--- src/hw/rtl/mvcc_pkg.sv ---
package mvcc_pkg;

   localparam int MAX_VERSIONS_DEF = 16;
   localparam int MAX_ACTIVE_DEF   = 16;
   localparam int MAX_RESULTS      = 16;
   localparam int MAX_FREED        = MAX_RESULTS - 1;

   localparam logic [15:0] MAX_INLINE_RESET = 16'd4064;
   localparam logic [31:0] HEAD_NONE        = 32'hFFFF_FFFF;

   localparam int ROW_WIDTH = 31 + 2 + 31 + 32;

   typedef enum logic [2:0] {
      OP_APPEND       = 3'd0,
      OP_CLEAR_ACTIVE = 3'd1,
      OP_ADD_ACTIVE   = 3'd2,
      OP_FIND         = 3'd3,
      OP_PRUNE        = 3'd4,
      OP_HAS_VERSION  = 3'd5
   } op_type;

   typedef enum logic [2:0] {
      ST_IDLE,
      ST_FIND,
      ST_HAS,
      ST_COUNT,
      ST_COMPACT
   } state_type;

   // One stored version as it sits in the table memory.
   typedef struct packed {
      logic [30:0] creator;
      logic        tomb;
      logic        ovf;
      logic [30:0] len;
      logic [31:0] head;
   } row_type;

endpackage

--- src/hw/rtl/mvcc_version_chain_table_unit.sv ---
// Channel        | Ports                                  | Transfer
// ---------------+----------------------------------------+------------------------------------
// request        | start, busy, req_*                     | rising edge with start and !busy
// response       | rsp_valid, rsp_*                       | every cycle rsp_valid is high
// configuration  | csr_valid, csr_ready, csr_data         | rising edge with valid and ready
//
// Append, clear active, add active and unknown operations answer in the cycle after the
// transfer and leave busy low. Find and has-version scan the table memory newest first, one
// entry per cycle through its single read port. Prune makes two passes over the stored
// versions, one to count the survivors and one to compact. Reset is synchronous and active
// high and empties both lists at once. The response side cannot stall; each result is shown
// for exactly one cycle.
module mvcc_version_chain_table_unit #(
   parameter int MAX_VERSIONS = mvcc_pkg::MAX_VERSIONS_DEF,
   parameter int MAX_ACTIVE   = mvcc_pkg::MAX_ACTIVE_DEF
) (
   input  logic        clock,
   input  logic        reset,
   input  logic        start,
   output logic        busy,
   input  logic [2:0]  req_op,
   input  logic [30:0] req_txid,
   input  logic        req_tombstone,
   input  logic        req_overflow,
   input  logic [30:0] req_value_len,
   input  logic [31:0] req_overflow_head,
   output logic        rsp_valid,
   output logic        rsp_ok,
   output logic        rsp_found,
   output logic        rsp_tombstone_hit,
   output logic [3:0]  rsp_slot_index,
   output logic [30:0] rsp_found_len,
   output logic        rsp_found_overflow,
   output logic [31:0] rsp_head_page,
   output logic        rsp_freed,
   output logic [4:0]  rsp_version_count,
   output logic        rsp_last,
   input  logic        csr_valid,
   output logic        csr_ready,
   input  logic [15:0] csr_data
);

   localparam int IW  = $clog2(MAX_VERSIONS);
   localparam int CW  = $clog2(MAX_VERSIONS + 1);
   localparam int AIW = (MAX_ACTIVE > 1) ? $clog2(MAX_ACTIVE) : 1;
   localparam int ACW = $clog2(MAX_ACTIVE + 1);
   localparam int FW  = $clog2(mvcc_pkg::MAX_FREED + 1);

   // Control and configuration registers.
   mvcc_pkg::state_type state_ff, state_in;
   logic [15:0]   max_inline_ff;
   logic [CW-1:0] vt_ff, vt_in;
   logic [ACW-1:0] at_ff, at_in;
   logic [30:0]   active_ff [MAX_ACTIVE];
   logic          act_wr;
   logic [30:0]   snap_ff, snap_in;
   logic [IW-1:0] ptr_ff, ptr_in;
   logic [CW-1:0] n_ff, n_in;
   logic [CW-1:0] keep_ff, keep_in;
   logic [CW-1:0] w_ff, w_in;
   logic [FW-1:0] fcnt_ff, fcnt_in;

   // Response registers.
   logic        rv_ff, rv_in;
   logic        rok_ff, rok_in;
   logic        rfound_ff, rfound_in;
   logic        rtomb_ff, rtomb_in;
   logic [3:0]  rslot_ff, rslot_in;
   logic [30:0] rlen_ff, rlen_in;
   logic        rovf_ff, rovf_in;
   logic [31:0] rhead_ff, rhead_in;
   logic        rfreed_ff, rfreed_in;
   logic [4:0]  rcount_ff, rcount_in;
   logic        rlast_ff, rlast_in;

   // Table memory ports.
   logic             mem_wr;
   logic [IW-1:0]    mem_wr_addr;
   mvcc_pkg::row_type mem_wr_row, rd_row;
   logic [IW-1:0]    mem_rd_addr;
   logic [mvcc_pkg::ROW_WIDTH-1:0] rd_bits;

   mvcc_ram #(
      .WIDTH(mvcc_pkg::ROW_WIDTH),
      .DEPTH(MAX_VERSIONS)
   ) u_table (
      .clock  (clock),
      .wr_en  (mem_wr),
      .wr_addr(mem_wr_addr),
      .wr_data(mem_wr_row),
      .rd_addr(mem_rd_addr),
      .rd_data(rd_bits)
   );

   assign rd_row = mvcc_pkg::row_type'(rd_bits);

   // The active list is compared against the entry at the memory output in parallel.
   logic [MAX_ACTIVE-1:0] blocked_v, seen_v;
   always_comb begin
      for (int k = 0; k < MAX_ACTIVE; k++) begin
         blocked_v[k] = (ACW'(k) < at_ff) && (active_ff[k] != snap_ff)
                        && (active_ff[k] == rd_row.creator);
         seen_v[k]    = (ACW'(k) < at_ff) && (rd_row.creator <= active_ff[k]);
      end
   end

   logic          visible, at_last;
   logic [CW-1:0] ptr_ext;
   logic [31:0]   ptr_wide, vt_in_wide, w_wide;
   logic          keep;
   logic          inline_long;

   assign ptr_ext     = CW'(ptr_ff);
   assign at_last     = (ptr_ext + CW'(1)) == n_ff;
   assign visible     = (rd_row.creator <= snap_ff) && !(|blocked_v);
   assign keep        = at_last || (|seen_v);
   assign ptr_wide    = 32'(ptr_ff);
   assign vt_in_wide  = 32'(vt_in);
   assign w_wide      = 32'(keep_ff);
   assign inline_long = !req_tombstone && !req_overflow
                        && (req_value_len > {15'd0, max_inline_ff});

   always_comb begin
      state_in    = state_ff;
      vt_in       = vt_ff;
      at_in       = at_ff;
      act_wr      = 1'b0;
      snap_in     = snap_ff;
      ptr_in      = ptr_ff;
      n_in        = n_ff;
      keep_in     = keep_ff;
      w_in        = w_ff;
      fcnt_in     = fcnt_ff;
      mem_wr      = 1'b0;
      mem_wr_addr = w_ff[IW-1:0];
      mem_wr_row  = rd_row;
      mem_rd_addr = ptr_ff;

      rv_in     = 1'b0;
      rok_in    = 1'b1;
      rfound_in = 1'b0;
      rtomb_in  = 1'b0;
      rslot_in  = 4'd0;
      rlen_in   = 31'd0;
      rovf_in   = 1'b0;
      rhead_in  = mvcc_pkg::HEAD_NONE;
      rfreed_in = 1'b0;
      rlast_in  = 1'b1;

      unique case (state_ff)
         mvcc_pkg::ST_IDLE: begin
            if (start) begin
               snap_in = req_txid;
               n_in    = vt_ff;
               priority case (req_op)
                  mvcc_pkg::OP_APPEND: begin
                     rv_in = 1'b1;
                     if ((vt_ff >= CW'(MAX_VERSIONS)) || inline_long) begin
                        rok_in = 1'b0;
                     end else begin
                        mem_wr              = 1'b1;
                        mem_wr_addr         = vt_ff[IW-1:0];
                        mem_wr_row.creator  = req_txid;
                        mem_wr_row.tomb     = req_tombstone;
                        mem_wr_row.ovf      = !req_tombstone && req_overflow;
                        mem_wr_row.len      = req_tombstone ? 31'd0 : req_value_len;
                        mem_wr_row.head     = (!req_tombstone && req_overflow)
                                              ? req_overflow_head : mvcc_pkg::HEAD_NONE;
                        vt_in               = vt_ff + CW'(1);
                     end
                  end
                  mvcc_pkg::OP_CLEAR_ACTIVE: begin
                     rv_in = 1'b1;
                     at_in = '0;
                  end
                  mvcc_pkg::OP_ADD_ACTIVE: begin
                     rv_in = 1'b1;
                     if (at_ff >= ACW'(MAX_ACTIVE)) begin
                        rok_in = 1'b0;
                     end else begin
                        act_wr = 1'b1;
                        at_in  = at_ff + ACW'(1);
                     end
                  end
                  mvcc_pkg::OP_FIND, mvcc_pkg::OP_HAS_VERSION: begin
                     if (vt_ff == '0) begin
                        rv_in = 1'b1;
                     end else begin
                        mem_rd_addr = IW'(vt_ff - CW'(1));
                        ptr_in      = IW'(vt_ff - CW'(1));
                        state_in    = (req_op == mvcc_pkg::OP_FIND)
                                      ? mvcc_pkg::ST_FIND : mvcc_pkg::ST_HAS;
                     end
                  end
                  mvcc_pkg::OP_PRUNE: begin
                     if (vt_ff <= CW'(1)) begin
                        rv_in = 1'b1;
                     end else begin
                        mem_rd_addr = '0;
                        ptr_in      = '0;
                        keep_in     = '0;
                        state_in    = mvcc_pkg::ST_COUNT;
                     end
                  end
                  default: begin
                     rv_in  = 1'b1;
                     rok_in = 1'b0;
                  end
               endcase
            end
         end

         mvcc_pkg::ST_FIND: begin
            if (visible) begin
               rv_in    = 1'b1;
               rslot_in = ptr_wide[3:0];
               state_in = mvcc_pkg::ST_IDLE;
               if (rd_row.tomb) begin
                  rtomb_in = 1'b1;
               end else begin
                  rfound_in = 1'b1;
                  rlen_in   = rd_row.len;
                  rovf_in   = rd_row.ovf;
                  rhead_in  = rd_row.head;
               end
            end else if (ptr_ff == '0) begin
               rv_in    = 1'b1;
               state_in = mvcc_pkg::ST_IDLE;
            end else begin
               mem_rd_addr = ptr_ff - IW'(1);
               ptr_in      = ptr_ff - IW'(1);
            end
         end

         mvcc_pkg::ST_HAS: begin
            if (rd_row.creator == snap_ff) begin
               rv_in     = 1'b1;
               rfound_in = 1'b1;
               state_in  = mvcc_pkg::ST_IDLE;
            end else if (ptr_ff == '0) begin
               rv_in    = 1'b1;
               state_in = mvcc_pkg::ST_IDLE;
            end else begin
               mem_rd_addr = ptr_ff - IW'(1);
               ptr_in      = ptr_ff - IW'(1);
            end
         end

         mvcc_pkg::ST_COUNT: begin
            keep_in = keep_ff + CW'(keep);
            if (at_last) begin
               mem_rd_addr = '0;
               ptr_in      = '0;
               w_in        = '0;
               fcnt_in     = '0;
               state_in    = mvcc_pkg::ST_COMPACT;
            end else begin
               mem_rd_addr = ptr_ff + IW'(1);
               ptr_in      = ptr_ff + IW'(1);
            end
         end

         mvcc_pkg::ST_COMPACT: begin
            if (keep) begin
               mem_wr = 1'b1;
               w_in   = w_ff + CW'(1);
            end else if (rd_row.ovf && !rd_row.head[31]
                         && (fcnt_ff < FW'(mvcc_pkg::MAX_FREED))) begin
               rv_in     = 1'b1;
               rhead_in  = rd_row.head;
               rfreed_in = 1'b1;
               rlast_in  = 1'b0;
               fcnt_in   = fcnt_ff + FW'(1);
            end
            // The newest entry is always kept, so the status result never meets a freed one.
            if (at_last) begin
               vt_in    = keep_ff;
               rv_in    = 1'b1;
               state_in = mvcc_pkg::ST_IDLE;
            end else begin
               mem_rd_addr = ptr_ff + IW'(1);
               ptr_in      = ptr_ff + IW'(1);
            end
         end

         default: begin
            state_in = mvcc_pkg::ST_IDLE;
         end
      endcase

      // Freed reports during compaction already carry the final count.
      rcount_in = (state_ff == mvcc_pkg::ST_COMPACT) ? w_wide[4:0] : vt_in_wide[4:0];
   end

   always_ff @(posedge clock) begin
      if (reset) begin
         state_ff      <= mvcc_pkg::ST_IDLE;
         max_inline_ff <= mvcc_pkg::MAX_INLINE_RESET;
         vt_ff         <= '0;
         at_ff         <= '0;
         rv_ff         <= 1'b0;
      end else begin
         state_ff <= state_in;
         vt_ff    <= vt_in;
         at_ff    <= at_in;
         rv_ff    <= rv_in;
         if (csr_valid) begin
            max_inline_ff <= csr_data;
         end
      end
   end

   always_ff @(posedge clock) begin
      if (act_wr) begin
         active_ff[at_ff[AIW-1:0]] <= req_txid;
      end
      snap_ff   <= snap_in;
      ptr_ff    <= ptr_in;
      n_ff      <= n_in;
      keep_ff   <= keep_in;
      w_ff      <= w_in;
      fcnt_ff   <= fcnt_in;
      rok_ff    <= rok_in;
      rfound_ff <= rfound_in;
      rtomb_ff  <= rtomb_in;
      rslot_ff  <= rslot_in;
      rlen_ff   <= rlen_in;
      rovf_ff   <= rovf_in;
      rhead_ff  <= rhead_in;
      rfreed_ff <= rfreed_in;
      rcount_ff <= rcount_in;
      rlast_ff  <= rlast_in;
   end

   assign busy               = (state_ff != mvcc_pkg::ST_IDLE);
   assign csr_ready          = 1'b1;
   assign rsp_valid          = rv_ff;
   assign rsp_ok             = rok_ff;
   assign rsp_found          = rfound_ff;
   assign rsp_tombstone_hit  = rtomb_ff;
   assign rsp_slot_index     = rslot_ff;
   assign rsp_found_len      = rlen_ff;
   assign rsp_found_overflow = rovf_ff;
   assign rsp_head_page      = rhead_ff;
   assign rsp_freed          = rfreed_ff;
   assign rsp_version_count  = rcount_ff;
   assign rsp_last           = rlast_ff;

`ifndef SYNTH
   a_nonlast_is_freed: assert property (@(posedge clock) disable iff (reset)
      rsp_valid && !rsp_last |-> rsp_freed)
      else $error("non-final result does not report a freed page");

   a_count_bound: assert property (@(posedge clock) disable iff (reset)
      vt_ff <= CW'(MAX_VERSIONS))
      else $error("version count beyond table depth");

   a_full_append: assert property (@(posedge clock) disable iff (reset)
      start && !busy && (req_op == mvcc_pkg::OP_APPEND) && (vt_ff == CW'(MAX_VERSIONS))
      |=> rsp_valid && !rsp_ok && $stable(vt_ff))
      else $error("append into a full table was not rejected");
`endif

endmodule

--- src/hw/rtl/mvcc_ram.sv ---
module mvcc_ram #(
   parameter int WIDTH = 8,
   parameter int DEPTH = 16
) (
   input  logic                     clock,
   input  logic                     wr_en,
   input  logic [$clog2(DEPTH)-1:0] wr_addr,
   input  logic [WIDTH-1:0]         wr_data,
   input  logic [$clog2(DEPTH)-1:0] rd_addr,
   output logic [WIDTH-1:0]         rd_data
);

   logic [WIDTH-1:0] mem_ff [DEPTH];
   logic [WIDTH-1:0] rd_data_ff;

   always_ff @(posedge clock) begin
      if (wr_en) begin
         mem_ff[wr_addr] <= wr_data;
      end
      rd_data_ff <= mem_ff[rd_addr];
   end

   assign rd_data = rd_data_ff;

endmodule

--- config.mk ---
export PLATFORM = sky130hd
export DESIGN_NAME = mvcc_version_chain_table_unit
export DESIGN_NICKNAME = d
export VERILOG_FILES = /design/src/hw/rtl/mvcc_pkg.sv /design/src/hw/rtl/mvcc_version_chain_table_unit.sv /design/src/hw/rtl/mvcc_ram.sv
export SDC_FILE = /design/constraint.sdc
export NUM_CORES = 2
export LEC_CHECK = 0
export BUFFER_PORTS_ARGS = -buffer_cell sky130_fd_sc_hd__buf_4
export CORE_ASPECT_RATIO = 0.75
export CORE_UTILIZATION = 45
export CTS_CLUSTER_DIAMETER = 60
export DETAILED_ROUTE_END_ITERATION = 10
export PLACE_DENSITY = 0.57
export SYNTH_ARGS = -nofsm -noshare
export SYNTH_HDL_FRONTEND = slang
export SYNTH_HIERARCHICAL = 1
export SYNTH_SLANG_ARGS = --single-unit
--- constraint.sdc ---
create_clock -name clock -period 21.4 [get_ports clock]
set_clock_uncertainty 0.05 [all_clocks]
set_input_delay 3.21 -clock clock [delete_from_list [all_inputs] [get_ports clock]]
set_output_delay 3.21 -clock clock [all_outputs]
set_load 0.01 [all_outputs]
==> impl_metrics.csv <==
group,metric,value,unit
synthesis,yosys_warnings,6,
synthesis,async_reset_ff_share,0,%
timing,slew_headroom,21.02,%
floorplanning,start_util,45.47,%
pwr,intPower,0.009082,W
global_route,antenna_found_initial,32,
clock_network,post_cts_resized,0,
detailed_routing,drtPass1Iterations,5,
timing,worstMarginPinSlew,1.178,ns
final_layout,final_nets,7536,
floorplanning,die-area,228200,um2
placement,dp_hpwl,177.6,mm
global_route,grt_usage,27.84,%
synthesis,synth_compound_area_share,5.385,%
timing,holdWs,0.4007,ns
synthesis,yosysSeqAreaShare,65.47,%
timing,rsz0062_at_grt,"no",
timing,setup_viol,0,
pwr,p_comb_share,25.6,%
floorplanning,fp.dieH,413.9,um
floorplanning,die_w,551.2,um
timing,period_share,44.85,%
clock_network,worstSkewPairLatency,0.90,ns
detailed_routing,ant_nets,0,
timing,drv_slew,0,
synthesis,synth-simple-area-share,5.562,%
detailed_routing,drt-total-wl,318.9,mm
timing,fin_tns_setup,0,ns
setup_path,worstPathMaxFanout,47,
pwr,power_switching,0.004003,W
synthesis,synth.avg_cell_area,15.60,um2
setup_path,cp-start-kind,"primary input",
pwr,power.leakage,41.53,nW
synthesis,synth_top_family_by_area,"multiplexers",
synthesis,synth_seq_cells,2289,
synthesis,synth_flop_cell,"edfxtp_1",
global_route,gr-total-overflow,0,
detailed_routing,avgRoutedWirePerCell,31.83,um
detailed_routing,num_vias,60400,
setup_path,end_kind,"flip-flop",
setup_path,crit_required,21.85,ns
synthesis,synth_cell_types,83,
clock_network,cts_tree,"built",
synthesis,syn_area,101800,um2
clock_network,cts.sinks,2289,
final_layout,fillers,18520,
synthesis,synth_edf_count,2081,
detailed_routing,vias_per_cell,6.028,
synthesis,netlist_instances,6527,
timing,fmax,104.2,MHz
flow_run,max-cap-violations,0,
floorplanning,boundaryPins,200,
placement,place_ws,10.79,ns
pwr,p_clk_share,32.2,%
min_path,hold_path.class,"flip-flop to flip-flop",
global_route,grt_pass1_wl,444.8,mm
pwr,seqPwrFrac,42.2,%
pwr,switching_share,30.59,%
setup_path,cp.arrival,10.05,ns
synthesis,syn-num-nets,7204,
placement,place.gp.congestion,0.9184,
setup_path,path_class,"primary input to flip-flop",
detailed_routing,drcViolationCount,0,
final_layout,syn2layout_area_growth,12.88,%
pwr,cellPowerDensity,113.9,nW/um2
clock_network,cts_max_level,4,
timing,setup_ws,11.80,ns
clock_network,cts-root-buf,"clkbuf_16",
clock_network,cts.path.max_buffers,4,
run_status,status,"complete, no violations",
synthesis,synth_xor_area_share,4.431,%
detailed_routing,drt_iter0_drc,7871,
global_route,grt_max_degree,146,
clock_network,postCtsSetupRepairBufs,0,
synthesis,synthAdderAreaFrac,6.858,%
placement,io_buffers,198,
final_layout,drive_above_1_share,16.56,%
clock_network,cts_hold_buf,0,
global_route,grt_pass1_vias,58530,
timing,min_period,9.598,ns
clock_network,clkTransAtPathRegs,0.06,ns
timing,hold_violations,0,
synthesis,synth_mux_area_share,8.626,%
clock_network,numCtsBuffers,233,
pwr,peakVddDrop,80.63,uV
floorplanning,core_area,223900,um2
floorplanning,rows,150,
-- worst paths after layout --
path	from	cells after the start	slack [ns]	endpoint
setup / recovery	req_value_len[1]	15	11.80	u_table/mem_ff[7][78]$_DFFE_PP_
hold / removal	u_table/rd_data[4]$_DFF_P_	1	0.40	rsp_head_page[4]$_DFF_P_
setup reg to reg	snap_ff[28]$_DFFE_PP_	17	11.99	u_table/rd_data[84]$_DFF_P_
hold reg to reg	u_table/rd_data[4]$_DFF_P_	1	0.40	rsp_head_page[4]$_DFF_P_
-- cells in the final DEF (no fill, tap or decap), types with 19 or more instances in the layout --
master,instances
and3_1,43
clkinv_2,36
a21o_1,168
ha_1,558
o21ai_0,122
clkbuf_1,43
o211ai_1,19
a22oi_1,194
dfxtp_1,207
clkinv_1,24
edfxtp_1,2081
clkbuf_8,37
buf_4,340
mux4_2,384
nor2b_1,37
xor2_1,20
nand2_1,380
nor2_4,21
nand3b_1,19
inv_1,566
bufinv_16,24
nand4_1,230
nand3_1,78
clkbuf_16,239
a21oi_1,194
a211oi_1,23
nor3_1,26
nand2b_1,57
xnor2_1,495
nor4_1,54
nor2_1,113
-- flip-flops by register name, indices dropped and copies added, names as in the netlist, 3 cells and up --
name	cells
state_ff	3
max_inline_ff	16
keep_ff	5
rsp_slot_index	4
rsp_head_page	32
fcnt_ff	4
snap_ff	31
ptr_ff	4
n_ff	5
vt_ff	5
u_table/mem_ff	1536
rsp_found_len	31
rsp_version_count	5
w_ff	4
u_table/rd_data	96
at_ff	5
active_ff	496
-- per-stage QoR --
| stage | cells | util [%] | cell area, um2 | power (W) |
|---|---|---|---|---|
| after detailed placement | 9588 | 47.80 | 107000 | 0.008929 |
| after global placement | 9588 | 47.80 | 107000 | 0.008858 |
| after floorplan | 6527 | - | 101800 | 0.007746 |
| after CTS | 10020 | 51.32 | 114900 | 0.01313 |
| final | 10020 | 51.32 | 114900 | 0.01308 |
| after global routing | 10020 | 51.32 | 114900 | 0.01359 |
-- worst max-delay path, cell delays in order --
cell and delay, ns:
buf_4 0.12, ha_1 0.31, nor2b_1 0.14, o21a_1 0.17, o21ai_0 0.15, a21oi_1 0.10
o31a_1 0.37, o2111ai_1 0.41, and3b_1 0.51, nand3_4 0.60, o21ai_0 1.08, nand2_1 0.46
nor2_4 0.73, buf_4 0.87, buf_4 0.66
-- power by group through the flow --
| stage | combinational, W | clock, W | sequential, W |
|---|---|---|---|
| floorplan | 0.00208 | 0 | 0.00567 |
| global placement | 0.00324 | 0 | 0.00562 |
| detailed placement | 0.00332 | 0 | 0.00561 |
| CTS | 0.00333 | 0.00428 | 0.00552 |
| global route | 0.00363 | 0.00443 | 0.00553 |
| finish | 0.00335 | 0.00421 | 0.00552 |
-- synthesized netlist by cell type, types with 138 or more instances --
cell type | n | area share [%]
a22oi_1 | 194 | 1.4
inv_1 | 568 | 2.1
a21o_1 | 168 | 1.2
edfxtp_1 | 2081 | 61
xnor2_1 | 495 | 4.3
ha_1 | 558 | 6.9
mux4_2 | 384 | 8.5
a21oi_1 | 194 | 0.95
nor2_1 | 138 | 0.51
nand2_1 | 380 | 1.4
dfxtp_1 | 208 | 4.1
nand4_1 | 230 | 1.4
-- layer usage --
| metal | track usage [%] | up-vias | share of wire (%) | routed length (um) |
|---|---|---|---|---|
| li1 | - | 25590 | - | - |
| met1 | 41.91 | 31250 | 43 | 138500 |
| met2 | 41.58 | 3103 | 44 | 139700 |
| met3 | 5.710 | 452 | 10 | 33100 |
| met4 | 6.136 | 6 | 2.4 | 7587 |
| met5 | 0 | - | 0.011 | 34 |
-- cell families (layout without fill, tap and decap cells) --
logic type | Yosys count | in the layout
AOI/OAI and AO/OA | 824 | 824
and+or+nand+nor | 1117 | 1117
xor gates and xnor gates | 515 | 515
buffers and inverters | 826 | 1352
other | 1 | 4
adders and majority gates | 558 | 558
DFF | 2289 | 2289
muxes | 397 | 397
-- final cells by class --
| class | instances | area (um2) | share of cell area, % |
|---|---|---|---|
| Tap cell | 2964 | 3709 | 3.227 |
| Clock inverter | 110 | 1234 | 1.074 |
| Multi-Input combinational cell | 3412 | 31690 | 27.58 |
| Antenna cell | 3 | 7.507 | 0.006533 |
| Inverter | 569 | 2136 | 1.859 |
| Clock buffer | 319 | 6651 | 5.788 |
| Sequential cell | 2289 | 66660 | 58.00 |
| Timing Repair Buffer | 354 | 2833 | 2.465 |
No activity file was read; power rests on OpenSTA's default activity.
